<file path="config.mk">
export PLATFORM = sky130hd
export DESIGN_NAME = tpa_heron
export DESIGN_NICKNAME = d
export VERILOG_FILES = /design/src/hdl/triangle_perimeter_area_macros.svh /design/src/hdl/tpa_pkg.sv /design/src/hdl/tpa_heron.sv
export SDC_FILE = /design/constraint.sdc
export NUM_CORES = 2
export LEC_CHECK = 0
export ABC_AREA = 1
export BUFFER_PORTS_ARGS = -buffer_cell sky130_fd_sc_hd__buf_2
export CAP_MARGIN = 20
export CORE_UTILIZATION = 50
export CTS_CLUSTER_SIZE = 16
export DETAILED_ROUTE_END_ITERATION = 8
export GPL_TIMING_DRIVEN = 1
export MAX_ROUTING_LAYER = met4
export PLACE_DENSITY = 0.66
export SETUP_SLACK_MARGIN = 0.15
export SLEW_MARGIN = 20
export SYNTH_ARGS = -nofsm -noshare
export SYNTH_HDL_FRONTEND = slang
export SYNTH_SLANG_ARGS = --single-unit
</file>
<file path="constraint.sdc">
create_clock -name clk -period 10.2 [get_ports clk]
set_input_delay 0 -clock clk [delete_from_list [all_inputs] [get_ports clk]]
set_output_delay 0 -clock clk [all_outputs]
set_load 0.03 [all_outputs]
</file>
<file path="src/hdl/triangle_perimeter_area_macros.svh">
// Assertion helpers used by the top-level RTL file.
`ifndef TRIANGLE_PERIMETER_AREA_MACROS_SVH
`define TRIANGLE_PERIMETER_AREA_MACROS_SVH

// Same-cycle implication, disabled in reset.
`define TPA_ASSERT_NOW(label, ante, cons) \
  label: assert property (@(posedge clk) disable iff (!rst_n) (ante) |-> (cons)) \
    else $error("tpa: same-cycle check failed");

// Next-cycle implication, disabled in reset.
`define TPA_ASSERT_NEXT(label, ante, cons) \
  label: assert property (@(posedge clk) disable iff (!rst_n) (ante) |=> (cons)) \
    else $error("tpa: next-cycle check failed");

`endif

</file>
<file path="src/hdl/tpa_pkg.sv">
package tpa_pkg;

  localparam int COORD_BITS_DEF = 12;

  localparam int SIDE_W  = 15;
  localparam int PERIM_W = 17;
  localparam int AREA_W  = 27;
  localparam int DIST_W  = 14;

  localparam logic [31:0] SIDE_MAX  = 32'd32767;
  localparam logic [31:0] PERIM_MAX = 32'd131071;
  localparam logic [31:0] AREA_MAX  = 32'd134217727;
  localparam logic [31:0] DIST_MAX  = 32'd16383;

  // Heron product saturates at 64 bits before its root.
  localparam int AREA_RAD_W   = 64;
  localparam int AREA_ROOT_W  = AREA_RAD_W / 2;
  localparam int PROD_W       = 96;
  localparam int HERON_STAGES = 4;

  localparam int LANES = 6;

endpackage

</file>
<file path="src/hdl/tpa_heron.sv">
module tpa_heron #(
  parameter int LEN_W = 15
) (
  input  logic                 clk,
  input  logic                 en,
  input  logic [LEN_W-1:0]     side_ab,
  input  logic [LEN_W-1:0]     side_ac,
  input  logic [LEN_W-1:0]     side_bc,
  output logic [LEN_W+1:0]     perim_o,
  output logic [tpa_pkg::AREA_RAD_W-1:0] prod_o
);

  import tpa_pkg::*;

  localparam int SUM_W = LEN_W + 2;

  logic [SUM_W-1:0]     p_c;
  logic [SUM_W-1:0]     f_c [3];
  logic [SUM_W-1:0]     p1_r, p2_r, p3_r, p4_r;
  logic [SUM_W-1:0]     f_r [3];
  logic [2*SUM_W-1:0]   m1_r, m2_r;
  logic [3*SUM_W-1:0]   lo_r, hi_r;
  logic [PROD_W-1:0]    full_c;
  logic [AREA_RAD_W-1:0] prod_r;

  // Clamp each factor P - 2s at zero.
  always_comb begin
    p_c = SUM_W'(side_ab) + SUM_W'(side_ac) + SUM_W'(side_bc);
    f_c[0] = (p_c > (SUM_W'(side_ab) << 1)) ? p_c - (SUM_W'(side_ab) << 1) : '0;
    f_c[1] = (p_c > (SUM_W'(side_ac) << 1)) ? p_c - (SUM_W'(side_ac) << 1) : '0;
    f_c[2] = (p_c > (SUM_W'(side_bc) << 1)) ? p_c - (SUM_W'(side_bc) << 1) : '0;
  end

  // Split the wide product into two partial products, then merge and saturate.
  assign full_c = PROD_W'(lo_r) + (PROD_W'(hi_r) << SUM_W);

  always_ff @(posedge clk) begin
    if (en) begin
      p1_r   <= p_c;
      f_r    <= f_c;
      p2_r   <= p1_r;
      m1_r   <= (2*SUM_W)'(p1_r) * (2*SUM_W)'(f_r[0]);
      m2_r   <= (2*SUM_W)'(f_r[1]) * (2*SUM_W)'(f_r[2]);
      p3_r   <= p2_r;
      lo_r   <= (3*SUM_W)'(m1_r) * (3*SUM_W)'(m2_r[SUM_W-1:0]);
      hi_r   <= (3*SUM_W)'(m1_r) * (3*SUM_W)'(m2_r[2*SUM_W-1:SUM_W]);
      p4_r   <= p3_r;
      prod_r <= (|full_c[PROD_W-1:AREA_RAD_W]) ? '1 : full_c[AREA_RAD_W-1:0];
    end
  end

  assign perim_o = p4_r;
  assign prod_o  = prod_r;

endmodule

</file>
Word-level counts from Yosys, hierarchy flattened
Index checks and enable logic that the tools add are counted.
Storage, ports and cells
  register bits: 353
  input port bits: 47
  output and inout bits: 81
  logic and storage cells: 26
Operators by class
  $add $sub $neg: 6
  $mul: 4
  magnitude comparators: 3
  reductions and logical operators: 1
Operators by type and width (number)
  34-bit by 17-bit multiplier with 51-bit output: 2
  51-bit by 68-bit adder with 69-bit output: 1
  17-bit by 17-bit multiplier with 34-bit output: 2
  17-bit by 16-bit greater-than comparator with 1-bit output: 3
  17-bit by 16-bit subtractor with 17-bit output: 3
  32-bit OR reduction: 1
  16-bit by 15-bit adder with 17-bit output: 1
  15-bit by 15-bit adder with 16-bit output: 1

Logic depth before layout (Yosys ltp)
  depth after elaboration: 3
  depth in mapped cells: 29
  gate-level depth less buffers: 27

Worst setup path after synthesis
OpenSTA, ideal clock, no wires.
  kind: register to register
  from: register p1_r[16]
  to: register m1_r[28] (data pin)
  setup time: 258 ps
  data arrival time: 5463 ps
  data required time: 9942 ps
  slack: 4478 ps
  cell stages (with the launch flop): 24
  clock period less this slack: 5722 ps
  cell sequence: edfxtp_1 -> clkbuf_1 -> clkbuf_1 -> nand2_1 -> fa_1 -> inv_1 -> fa_1 -> inv_1 -> fa_1 -> inv_1 -> fa_1 -> inv_1 -> fa_1 -> inv_1 -> fa_1 -> ha_1 -> nand2_1 -> nor2_1 -> inv_1 -> nor3_1 -> nand2_1 -> o211ai_1 -> a21oi_1 -> xnor2_1
On the way
  word-level cells in the longest chain between the ends: 1
RTL lines
  start, declared: line tpa_heron.sv:19  | logic [SUM_W-1:0] p1_r, p2_r, p3_r, p4_r;
  start signal, assigned: line tpa_heron.sv:39  | p1_r <= p_c;
  17-bit by 17-bit multiplier with 34-bit output: line tpa_heron.sv:42  | m1_r <= (2*SUM_W)'(p1_r) * (2*SUM_W)'(f_r[0]);
  end signal, assigned: line tpa_heron.sv:42
  end, declared: line tpa_heron.sv:21  | logic [2*SUM_W-1:0] m1_r, m2_r;
Every way passes these cells.
A chain may end at the register's enable or synchronous reset.

Worst setup path in the final report
  from: register m1_r[8]
  to: register lo_r[25] (data pin)
On the way
  word-level cells in the longest chain between the ends: 1
RTL lines
  34-bit by 17-bit multiplier with 51-bit output: line tpa_heron.sv:45  | lo_r <= (3*SUM_W)'(m1_r) * (3*SUM_W)'(m2_r[SUM_W-1:0]);
  end signal, assigned: line tpa_heron.sv:45
  end, declared: line tpa_heron.sv:22  | logic [3*SUM_W-1:0] lo_r, hi_r;
Every way passes these cells.

==> results.sh <==
export IMPL_die_area_um2=154000
export IMPL_required_ps=10520
export IMPL_wl_mm=207
export IMPL_path_cells="buf_4 -> nand2_1 -> inv_1 -> fa_1 -> fa_1 -> fa_1 -> fa_1 -> fa_1 -> inv_1 -> fa_1 -> inv_1 -> ha_1 -> nand2_1 -> nor2_1 -> nand2_1 -> nor4_1 -> a21oi_1 -> xnor2_1"
export IMPL_ctsHoldBuffers=7
export IMPL_diodes=0
export IMPL_final_cell_mix="inv_1, nand2_1, fa_1"
export IMPL_antenna_found_initial=0
export IMPL_cp_end_kind="flop"
export IMPL_detail_route_iter0_violations=3974
export IMPL_grt_util_all_layers_pct=28.8
export IMPL_netlist_instances=9527
export IMPL_overflow=0
export IMPL_drc=0
export IMPL_coreArea_um2=150000
export IMPL_viasPerCell=5.18
export IMPL_fillCellCount=14334
export IMPL_clk_pin_slew_ps=60
export IMPL_layout_commonest_cell="inv_1"
export IMPL_dr_pass1_iters=6
export IMPL_dp_cells=11317
export IMPL_crit_fanout=18
export IMPL_multi_input_area_um2=53500
export IMPL_post_place_ws_ps=3690
export IMPL_fin_crit_sh_pct=65.3
export IMPL_wl_per_cell_um=18.2
export IMPL_ys_seq_area_share_pct=13.9
export IMPL_cts_setup_buffers=0
export IMPL_hold_ws_ps=89.0
export IMPL_fin_ws_ps=3540
export IMPL_synth_flop_cell="edfxtp_1"
export IMPL_fin_cells=11408
export IMPL_via_count=59052
export IMPL_period_minus_slack_ps=6660
export IMPL_postSynthAreaPerCell_um2=7.99
export IMPL_yosysWarnings=0
export IMPL_cts_root_buf="clkbuf_16"
export IMPL_rows=142
export IMPL_synthToLayoutAreaGrowth_pct=4.72
export IMPL_crit_top_cell="fa_1"
export IMPL_finalSetupViolations=0
export IMPL_layout_drive_gt1_share_pct=3.36
export IMPL_hold_viol_final=0
export IMPL_synth_cell_types=45
export IMPL_fmax_mhz=150
export IMPL_io_buffer_count=127
export IMPL_cts_resized=0
export IMPL_syn_area_um2=76200
export IMPL_relSlewSlack_pct=25.8
export IMPL_dieHeight_um=392
export IMPL_start_util_pct=50.6
export IMPL_synth_edf_count=353
export IMPL_cts_buffers=45
export IMPL_seq_area_um2=10600
export IMPL_rsz0062_at_grt="false"
export IMPL_cts_max_path_buffers=3
export IMPL_drv_slew=0
export IMPL_cpMaxStageDelayCell="edfxtp_1"
export IMPL_grt_first_pass_wirelength_mm=337
export IMPL_cts_tree="yes"
export IMPL_ys_ff_latch=353
export IMPL_h_tree_depth=2
export IMPL_max_stage_delay_ps=810
export IMPL_hpwlAfterDp_mm=165
export IMPL_place_congestion=0.975
export IMPL_critical_path_class="reg2reg"
export IMPL_drtAntennaViolNets=0
export IMPL_outcome="completed"
export IMPL_nNetsFinal=11387
export IMPL_critical_path_arrival_ps=6980
export IMPL_grt_pass1_vias=63376
export IMPL_tightest_slew_ps=1110
export IMPL_syn_nets=11559
export IMPL_clk_latency_ps=630
export IMPL_max_cap_viol_count=0
export IMPL_fin_worst_skew_ps=46.0
export IMPL_synthArstFlopShare_pct=0
export IMPL_grt_max_degree=166
export IMPL_clkSinkCount=353
export IMPL_ioPinCount=128
export IMPL_startpoint_type="flop"
export IMPL_tns_ps=0
export IMPL_hp_class="in2reg"
export IMPL_fp_dieW_um=392
cells in the mapped netlist, types with 2 or more instances:
cell type  instances  share of area (%)
o21ai_2            2              0.023
nand3_2            3              0.039
nor2_8             2              0.053
a21oi_2            3              0.035
nor4_1            10              0.082
nand3b_1           3              0.030
fa_1            1426                 37
a21boi_0          30               0.30
xor2_1           139                1.6
o2111ai_1          2              0.023
a31oi_1           25               0.21
clkbuf_1         410                2.0
nand2_1         2527                 12
xnor2_1           95                1.1
o21a_1             7              0.069
nand3_1          146               0.96
nor3_2             3              0.039
edfxtp_1         353                 14
buf_4              5              0.049
and2_1             2              0.016
nor2_2            10              0.082
o21ai_0          133               0.87
nor3_1            45               0.30
and3_1             4              0.033
inv_2              4              0.020
nand2_2            6              0.049
nor2_1           338                1.7
o221ai_1           3              0.035
a211oi_1           3              0.030
ha_1             559                9.2
o21bai_1          25               0.25
o211ai_1           9              0.089
o21ai_1            8              0.053
a21oi_1          284                1.9
inv_1           2738                 13
a21o_1            33               0.33
nand4_1          109               0.90
buf_2              4              0.026
buf_6             13               0.19
worst max-delay path: cells and delay by family (launching register included):
| kind | cells | cell delay, ps |
|---|---|---|
| DFF | 1 | 810 |
| AOI/OAI and AO/OA | 1 | 190 |
| adders and majority gates | 7 | 3140 |
| and+or+nand+nor | 5 | 1100 |
| buffers and inverters | 4 | 630 |
| xor gates and xnor gates | 1 | 460 |
layer usage:
metal / up-vias / track usage (%) / wire length (um)
li1: 27164 / - / -
met5: - / - / 0
met3: 454 / 3.00 / 14300
met2: 2203 / 47.6 / 99000
met1: 29231 / 36.3 / 84700
met4: 0 / 11.4 / 9330
registers in the layout, indices dropped and copies added, names as in the netlist:
signal and count:
f_r 51, hi_r 51, lo_r 51, m1_r 34, m2_r 34, p1_r 17, p2_r 17, p3_r 17
perim_o 17, prod_o 64
cell type report:
cell class / instances / area share [%]
clock buffers: 48 / 1.43
clock inverters: 36 / 0.444
inverters: 2742 / 12.9
multi-input cells: 6000 / 67.1
flip-flops and latches: 353 / 13.3
well taps: 2016 / 3.16
repair buffers: 213 / 1.66
worst paths after layout:
| kind | end | slack [ps] | from | depth (start not counted) |
|---|---|---|---|---|
| worst max-delay path | lo_r[25] | 3540 | m1_r[8] | 18 |
| worst min-delay path | f_r[3] | 90 | side_bc[2] | 5 |
| worst max register to register | lo_r[25] | 3540 | m1_r[8] | 18 |
| worst min register to register | perim_o[0] | 420 | p3_r[0] | 0 |
logic make-up (layout without fill, tap and decap cells):
group           count (synthesis)  in the layout  synth area share [%]
flops                         353            353                  13.9
xor+xnor                      234            234                  2.69
buf+inv                      3174           3039                  15.8
fa+ha+maj                    1985           1985                  46.7
simple gates                 3209           3209                  16.7
compound gates                572            572                  4.22
per-stage QoR:
stage          util (%)  area [um^2]
3_3_place_gp       52.0        78200
2_1_floorplan         -        76200
3_5_place_dp       52.0        78200
5_1_grt            53.0        79800
4_1_cts            53.0        79800
6_report           53.0        79800
Power is left out: the tool's default activity adds up to more than one toggle a clock period on the data nets, which glitch-free logic cannot reach.
