<file path="src/hdl/triangle_perimeter_area_macros.svh">
// Assertion helpers used by the top-level RTL file.
`ifndef TRIANGLE_PERIMETER_AREA_MACROS_SVH
`define TRIANGLE_PERIMETER_AREA_MACROS_SVH

// Same-cycle implication, disabled in reset.
`define TPA_ASSERT_NOW(label, ante, cons) \
  label: assert property (@(posedge clk) disable iff (!rst_n) (ante) |-> (cons)) \
    else $error("tpa: same-cycle check failed");

// Next-cycle implication, disabled in reset.
`define TPA_ASSERT_NEXT(label, ante, cons) \
  label: assert property (@(posedge clk) disable iff (!rst_n) (ante) |=> (cons)) \
    else $error("tpa: next-cycle check failed");

`endif

</file>
<file path="src/hdl/tpa_sqrt_cell.sv">
module tpa_sqrt_cell #(
  parameter int RAD_W = 30
) (
  input  logic                 clk,
  input  logic                 en,
  input  logic [RAD_W-1:0]     rad_i,
  input  logic [RAD_W/2+1:0]   rem_i,
  input  logic [RAD_W/2-1:0]   root_i,
  output logic [RAD_W-1:0]     rad_o,
  output logic [RAD_W/2+1:0]   rem_o,
  output logic [RAD_W/2-1:0]   root_o
);

  localparam int ROOT_W = RAD_W / 2;
  localparam int REM_W  = ROOT_W + 2;

  logic [REM_W+1:0]  cur;
  logic [REM_W+1:0]  trial;
  logic              take;
  logic [RAD_W-1:0]  rad_nxt;
  logic [REM_W-1:0]  rem_nxt;
  logic [ROOT_W-1:0] root_nxt;
  logic [RAD_W-1:0]  rad_r;
  logic [REM_W-1:0]  rem_r;
  logic [ROOT_W-1:0] root_r;

  // Bring down the next two radicand bits and try the next root bit.
  always_comb begin
    cur      = {rem_i, rad_i[RAD_W-1 -: 2]};
    trial    = (REM_W+2)'({root_i, 2'b01});
    take     = (cur >= trial);
    rem_nxt  = take ? REM_W'(cur - trial) : REM_W'(cur);
    root_nxt = {root_i[ROOT_W-2:0], take};
    rad_nxt  = rad_i << 2;
  end

  always_ff @(posedge clk) begin
    if (en) begin
      rad_r  <= rad_nxt;
      rem_r  <= rem_nxt;
      root_r <= root_nxt;
    end
  end

  assign rad_o  = rad_r;
  assign rem_o  = rem_r;
  assign root_o = root_r;

endmodule

</file>
<file path="src/hdl/tpa_sqrt_chain.sv">
module tpa_sqrt_chain #(
  parameter int RAD_W = 30
) (
  input  logic                 clk,
  input  logic                 en,
  input  logic [RAD_W-1:0]     rad_i,
  output logic [RAD_W/2-1:0]   root_o
);

  localparam int ROOT_W = RAD_W / 2;
  localparam int REM_W  = ROOT_W + 2;

  logic [RAD_W-1:0]  rad_w  [ROOT_W+1];
  logic [REM_W-1:0]  rem_w  [ROOT_W+1];
  logic [ROOT_W-1:0] root_w [ROOT_W+1];

  assign rad_w[0]  = rad_i;
  assign rem_w[0]  = '0;
  assign root_w[0] = '0;

  // One root bit per cell, most significant first.
  for (genvar i = 0; i < ROOT_W; i++) begin : g_cell
    tpa_sqrt_cell #(.RAD_W(RAD_W)) u_cell (
      .clk    (clk),
      .en     (en),
      .rad_i  (rad_w[i]),
      .rem_i  (rem_w[i]),
      .root_i (root_w[i]),
      .rad_o  (rad_w[i+1]),
      .rem_o  (rem_w[i+1]),
      .root_o (root_w[i+1])
    );
  end

  assign root_o = root_w[ROOT_W];

endmodule

</file>
<file path="config.mk">
export PLATFORM = sky130hd
export DESIGN_NAME = tpa_sqrt_chain
export DESIGN_NICKNAME = d
export VERILOG_FILES = /design/src/hdl/triangle_perimeter_area_macros.svh /design/src/hdl/tpa_sqrt_cell.sv /design/src/hdl/tpa_sqrt_chain.sv
export SDC_FILE = /design/constraint.sdc
export NUM_CORES = 1
export LEC_CHECK = 0
export BUFFER_PORTS_ARGS = -buffer_cell sky130_fd_sc_hd__buf_2
export CORE_UTILIZATION = 60
export CTS_BUF_LIST = sky130_fd_sc_hd__clkbuf_8
export CTS_CLUSTER_DIAMETER = 60
export CTS_CLUSTER_SIZE = 40
export DETAILED_ROUTE_END_ITERATION = 10
export PLACE_DENSITY = 0.76
export SYNTH_ARGS = -nofsm -noshare
export SYNTH_HDL_FRONTEND = slang
export SYNTH_HIERARCHICAL = 1
export SYNTH_SLANG_ARGS = --single-unit
</file>
<file path="constraint.sdc">
create_clock -name clk -period 2.7 [get_ports clk]
set_input_delay 0.54 -clock clk [delete_from_list [all_inputs] [get_ports clk]]
set_output_delay 0.54 -clock clk [all_outputs]
set_load 0.03 [all_outputs]
</file>
Word-level counts from Yosys, hierarchy flattened. Index checks and enable logic that the tools add are counted.

Magnitude comparators: 15. Add/sub/neg operators: 14. Mux-type cells: 14.

Operator list (count): $mux W17 (13); $ge A19 B10 Y1 (1); $ge A19 B11 Y1 (1); $ge A19 B12 Y1 (1); $ge A19 B13 Y1 (1); $ge A19 B14 Y1 (1); $ge A19 B15 Y1 (1); $ge A19 B16 Y1 (1); $ge A19 B3 Y1 (1); $ge A19 B4 Y1 (1); $ge A19 B5 Y1 (1); $ge A19 B6 Y1 (1); $ge A19 B7 Y1 (1); $ge A19 B8 Y1 (1); $ge A19 B9 Y1 (1); $sub A17 B10 Y17 (1); $sub A17 B11 Y17 (1); $sub A17 B12 Y17 (1); $sub A17 B13 Y17 (1); $sub A17 B14 Y17 (1); $sub A17 B15 Y17 (1); $sub A17 B3 Y17 (1); $sub A17 B4 Y17 (1); $sub A17 B5 Y17 (1); 7 further kinds (7).

Input bits: 32. Register bits after elaboration: 554. Output and inout port bits: 15. Word-level logic and storage cells: 87.

Longest topological paths before layout.
Word-level depth: 2. Gate-level depth with buffers: 10. Mapped depth without buffers: 8.

Cells and area by module. Netlist, hierarchy kept.

By module, submodules not included: tpa_sqrt_cell (instances 15, area an instance 3006.6 µm², cells each 220, seq. area each 1801.7 µm²); tpa_sqrt_chain (instances 1, area an instance 3.8 µm², cells each 1, seq. area each 0.0 µm²).

Worst setup path before layout. OpenSTA, ideal clock, no wires.

Path kind: register to register. Start: reg g_cell[9].u_cell.rem_r[7]. End: reg g_cell[10].u_cell.rem_r[10], data pin. Stages on the path, launching flop included: 10. Path slack: 0.327 ns. Data required time: 2.440 ns. Buffers on the path: 2. Setup time: 0.260 ns. Clock period less this slack: 2.373 ns. Arrival time: 2.113 ns. Path through: edfxtp_1 -> ha_1 -> buf_2 -> nand2_1 -> o21ai_0 -> nand2_1 -> o21a_1 -> o221ai_4 -> buf_12 -> mux2_4.

Word-level cells in the longest chain between the ends: 2. Elaborated cells between the ends (all ways): 3. Those cells by class: add/sub (1); order compare (1); mux (1).

Ends and longest elaborated chain: start: declaration (line tpa_sqrt_cell.sv:24) `logic [REM_W-1:0] rem_r;`; start signal: assignment (line tpa_sqrt_cell.sv:40) `rem_r <= rem_nxt;`; $ge A19 B12 Y1 (line tpa_sqrt_cell.sv:31) `take = (cur >= trial);`; net g_cell[10].u_cell.take (line tpa_sqrt_cell.sv:19) `logic take;`; $mux W17 (line tpa_sqrt_cell.sv:32) `rem_nxt = take ? REM_W'(cur - trial) : REM_W'(cur);`; net g_cell[10].u_cell.rem_nxt[10] (line tpa_sqrt_cell.sv:21) `logic [REM_W-1:0] rem_nxt;`; end signal: assignment (line tpa_sqrt_cell.sv:40); end: declaration (line tpa_sqrt_cell.sv:24).

The timed path passes the listed nets, and every way through them passes these cells. A chain may end at the register's enable or synchronous reset.

Final worst setup path.
Start: reg g_cell[8].u_cell.rem_r[2]. End: reg g_cell[9].u_cell.rem_r[16], data pin.

Word-level cells in the longest chain between the ends: 2. Elaborated cells between the ends (all ways): 3. Those cells by class: add/sub (1); order compare (1); mux (1).

Ends and longest elaborated chain (line): start: declaration (tpa_sqrt_cell.sv:24); start signal: assignment (tpa_sqrt_cell.sv:40); $sub A17 B11 Y17 / $ge A19 B11 Y1 (equally long branches) (tpa_sqrt_cell.sv:32, tpa_sqrt_cell.sv:31); $mux W17 * (tpa_sqrt_cell.sv:32); net g_cell[9].u_cell.rem_nxt[16] (tpa_sqrt_cell.sv:21).

The timed path passes the listed nets; every way through them passes the cells marked *.

==> flow_summary_export.csv <==
group,metric,value,unit
run_status,outcome,"complete, no violations",
worst_setup_path,crit_path_cell_trace,"ha_1 -> o211ai_1 -> o21ai_2 -> o21ai_2 -> o21a_1 -> o221ai_4 -> buf_12 -> mux2_2",
worst_setup_path,worst_path_most_repeated_cell,"o21ai_2",
route,drt_iter0_drc,1648,
sta,finalWorstSetupSlack,60.8,ps
logic_synthesis,syn_area,37400,um^2
placement,post-place-ws,-82.3,ps
min_path,hold_path.class,"in2reg",
worst_setup_path,r2r_end,"g_cell[9].u_cell/rem_o[16]",
placement,placed_cells,3888,
placement,gp_congestion,0.926,
clocking,clkLatencyLatePin,730,ps
cells_and_area,nets,3422,
grt,grt_max_degree,87,
logic_synthesis,syn_inst,2940,
sta,clock_skew,55.3,ps
min_path,min_from,"rad_i[8]",
power,vdd_drop_max,0.792,mV
sta,fin_crit_sh,0.977,
worst_setup_path,reg2reg_slack,60,ps
clocking,clockBufferDepth,3,
cells_and_area,area_growth,9.34,%
sta,fin_crit,2640,ps
grt,grt_pass1_vias,22300,
logic_synthesis,ys_warn_count,6,
route,first_pass_iters,5,
sta,max_freq,0.379,GHz
route,drt-total-wl,72700,um
sta,finalSetupTns,0,ps
worst_setup_path,cp_num_buf_inv,1,
power,power_density,1070,nW/um^2
floorplanning,rows,91,
min_path,hold_end,"g_cell[0].u_cell/rad_o[10]",
floorplanning,die_area,63300,um^2
worst_setup_path,crit_arrival,3090,ps
floorplanning,chipHeight,252,um
cells_and_area,finalNonFillerCells,4012,
grt,antenna_found_initial,1,
grt,grt_use_total,0.228,
worst_setup_path,cp_slowest_cell,"edfxtp_1",
route,drt-vias-per-instance,5.77,
placement,io_buffers,46,
worst_setup_path,startpoint_type,"flop",
worst_setup_path,cp-end-kind,"flop",
route,drc,0,
route,vias,23100,
clocking,cts_made_buffers,47,
floorplanning,core_area,61600,um^2
route,ant_nets,0,
placement,dp_hpwl,54200,um
worst_setup_path,cp.required,3160,ps
sta,final_hold_viol_count,0,
floorplanning,die_x,252,um
clocking,cts.sinks,673,
clocking,clockRootBuffer,"clkbuf_8",
route,drt-wirelength-per-cell,18.1,um
sta,slew_headroom,0.500,
floorplanning,start_util,0.606,
worst_setup_path,worst-setup-path-type,"reg2reg",
cells_and_area,final_layout_size_suffix_gt1_frac,0.177,
worst_setup_path,cp_slowest_stage_delay,420,ps
run,maxCapViolations,0,
clocking,clkSlewWorstSetupHoldPaths,140,ps
logic_synthesis,avgSynthCellArea,12.7,um^2
worst_setup_path,cp_max_fo,16,
worst_setup_path,reg2regPathDepth,8,
sta,worst_slew_pin_slew,750,ps
sta,setup_viol,0,
grt,use_met3,0.0274,
clocking,cts_tree,"yes",
min_path,hold-path-cell-count,1,
clocking,htreeDepth,2,
grt,gr-usage-met1,0.320,
grt,grt_pass1_wl,116000,um
grt,grt.met2_usage,0.378,
grt,gr-max-usage-layer,"met2",
power,p_leak,16.5,nW
worst_setup_path,cp_top_family,"compound AO/OA/AOI/OAI gates",
grt,grt_overflow,0,
worst_setup_path,r2r-start,"g_cell[8].u_cell/rem_o[2]",
sta,hold_slack,97.0,ps
sta,final_max_slew_viol_count,0,
floorplanning,ios,47,
==> per-stage QoR <==
step                      instance area (um^2)  total power, mW  utilization
after floorplan                          37600             32.2            -
after global placement                   39000             36.1        0.634
after detailed placement                 39000             36.6        0.634
after CTS                                40700             43.5        0.661
after global routing                     40800             46.2        0.663
final                                    40800             43.5        0.663
==> worst reg2reg max path: cells and delay by family, from the launching register on <==
kind,cells,cell delay [ps]
fa+ha+maj,1,390
mux,1,380
buf+inv,1,200
flops,1,420
compound gates,5,1020
==> layout by cell type, fill, tap and decap left out, types with 15 or more instances in the layout <==
cell	count
conb_1	61
buf_2	45
dlygate4sd3_1	27
nor2_1	157
o21a_1	29
o211ai_1	30
a21oi_1	213
nand2_1	116
nand4_1	43
xnor2_1	126
xor2_1	56
buf_4	68
mux2i_1	42
o221ai_4	15
a21o_1	29
and3_4	30
o21ai_0	105
clkbuf_8	49
a211oi_1	27
inv_1	339
edfxtp_1	673
a211oi_2	16
a221oi_4	15
o21ai_2	32
nand3_1	59
mux2_4	70
nor3_1	73
mux2_2	112
or3_1	28
ha_1	246
buf_12	19
o21bai_2	15
==> timing repair <==
action | CTS | global route
hold buffers | 27 | 0
buffers inserted | 0 | 9
pin swaps | 0 | 4
gates resized for setup | 1 | 21
endpoints found under the setup margin | 13 | 112
endpoints found under the hold margin | 27 | 0
==> worst max path at each step <==
stage,start,end,slack [ps],cells after the start
after floorplan,g_cell[9].u_cell/rem_o[7],g_cell[10].u_cell/rem_o[10],330,9
after global placement,g_cell[8].u_cell/root_o[7],g_cell[9].u_cell/rem_o[8],-40,9
after detailed placement,g_cell[8].u_cell/root_o[7],g_cell[9].u_cell/rem_o[8],-80,9
after CTS,g_cell[8].u_cell/root_o[7],g_cell[9].u_cell/rem_o[8],20,9
after global routing,g_cell[8].u_cell/root_o[2],g_cell[9].u_cell/rem_o[8],-20,9
final,g_cell[8].u_cell/rem_o[2],g_cell[9].u_cell/rem_o[16],60,8
==> registers in the layout (all words and copies together) (netlist names) <==
| signal | flops |
|---|---|
| g_cell.u_cell/rad_o | 210 |
| g_cell.u_cell/rem_o | 238 |
| g_cell.u_cell/root_o | 225 |
==> report_power, final <==
group / total (mW) / internal, mW / switching [mW] / leakage (nW)
logic: 20.6 / 10.1 / 10.6 / 9.27
clock network: 6.68 / 2.31 / 4.38 / 0.671
registers: 16.2 / 14.8 / 1.35 / 6.54
total: 43.5 / 27.2 / 16.3 / 16.5
==> per-layer routing <==
metal / wire length, um / up-vias
li1: - / 11300
met1: 33600 / 11300
met2: 34600 / 495
met3: 3000 / 104
met4: 1450 / 0
met5: 0 / -
==> final cells by class <==
class                      count  area (um^2)
inverter                     339         1270
clock inverter                38          736
multi-input combinational   1914        15500
clock buffer                  49          674
antenna                        1         2.50
timing repair buffer         161         1410
tap                          837         1050
sequential                   673        20200
fill                        4585        20800
Note: power is estimated with default switching activity, not from simulation.
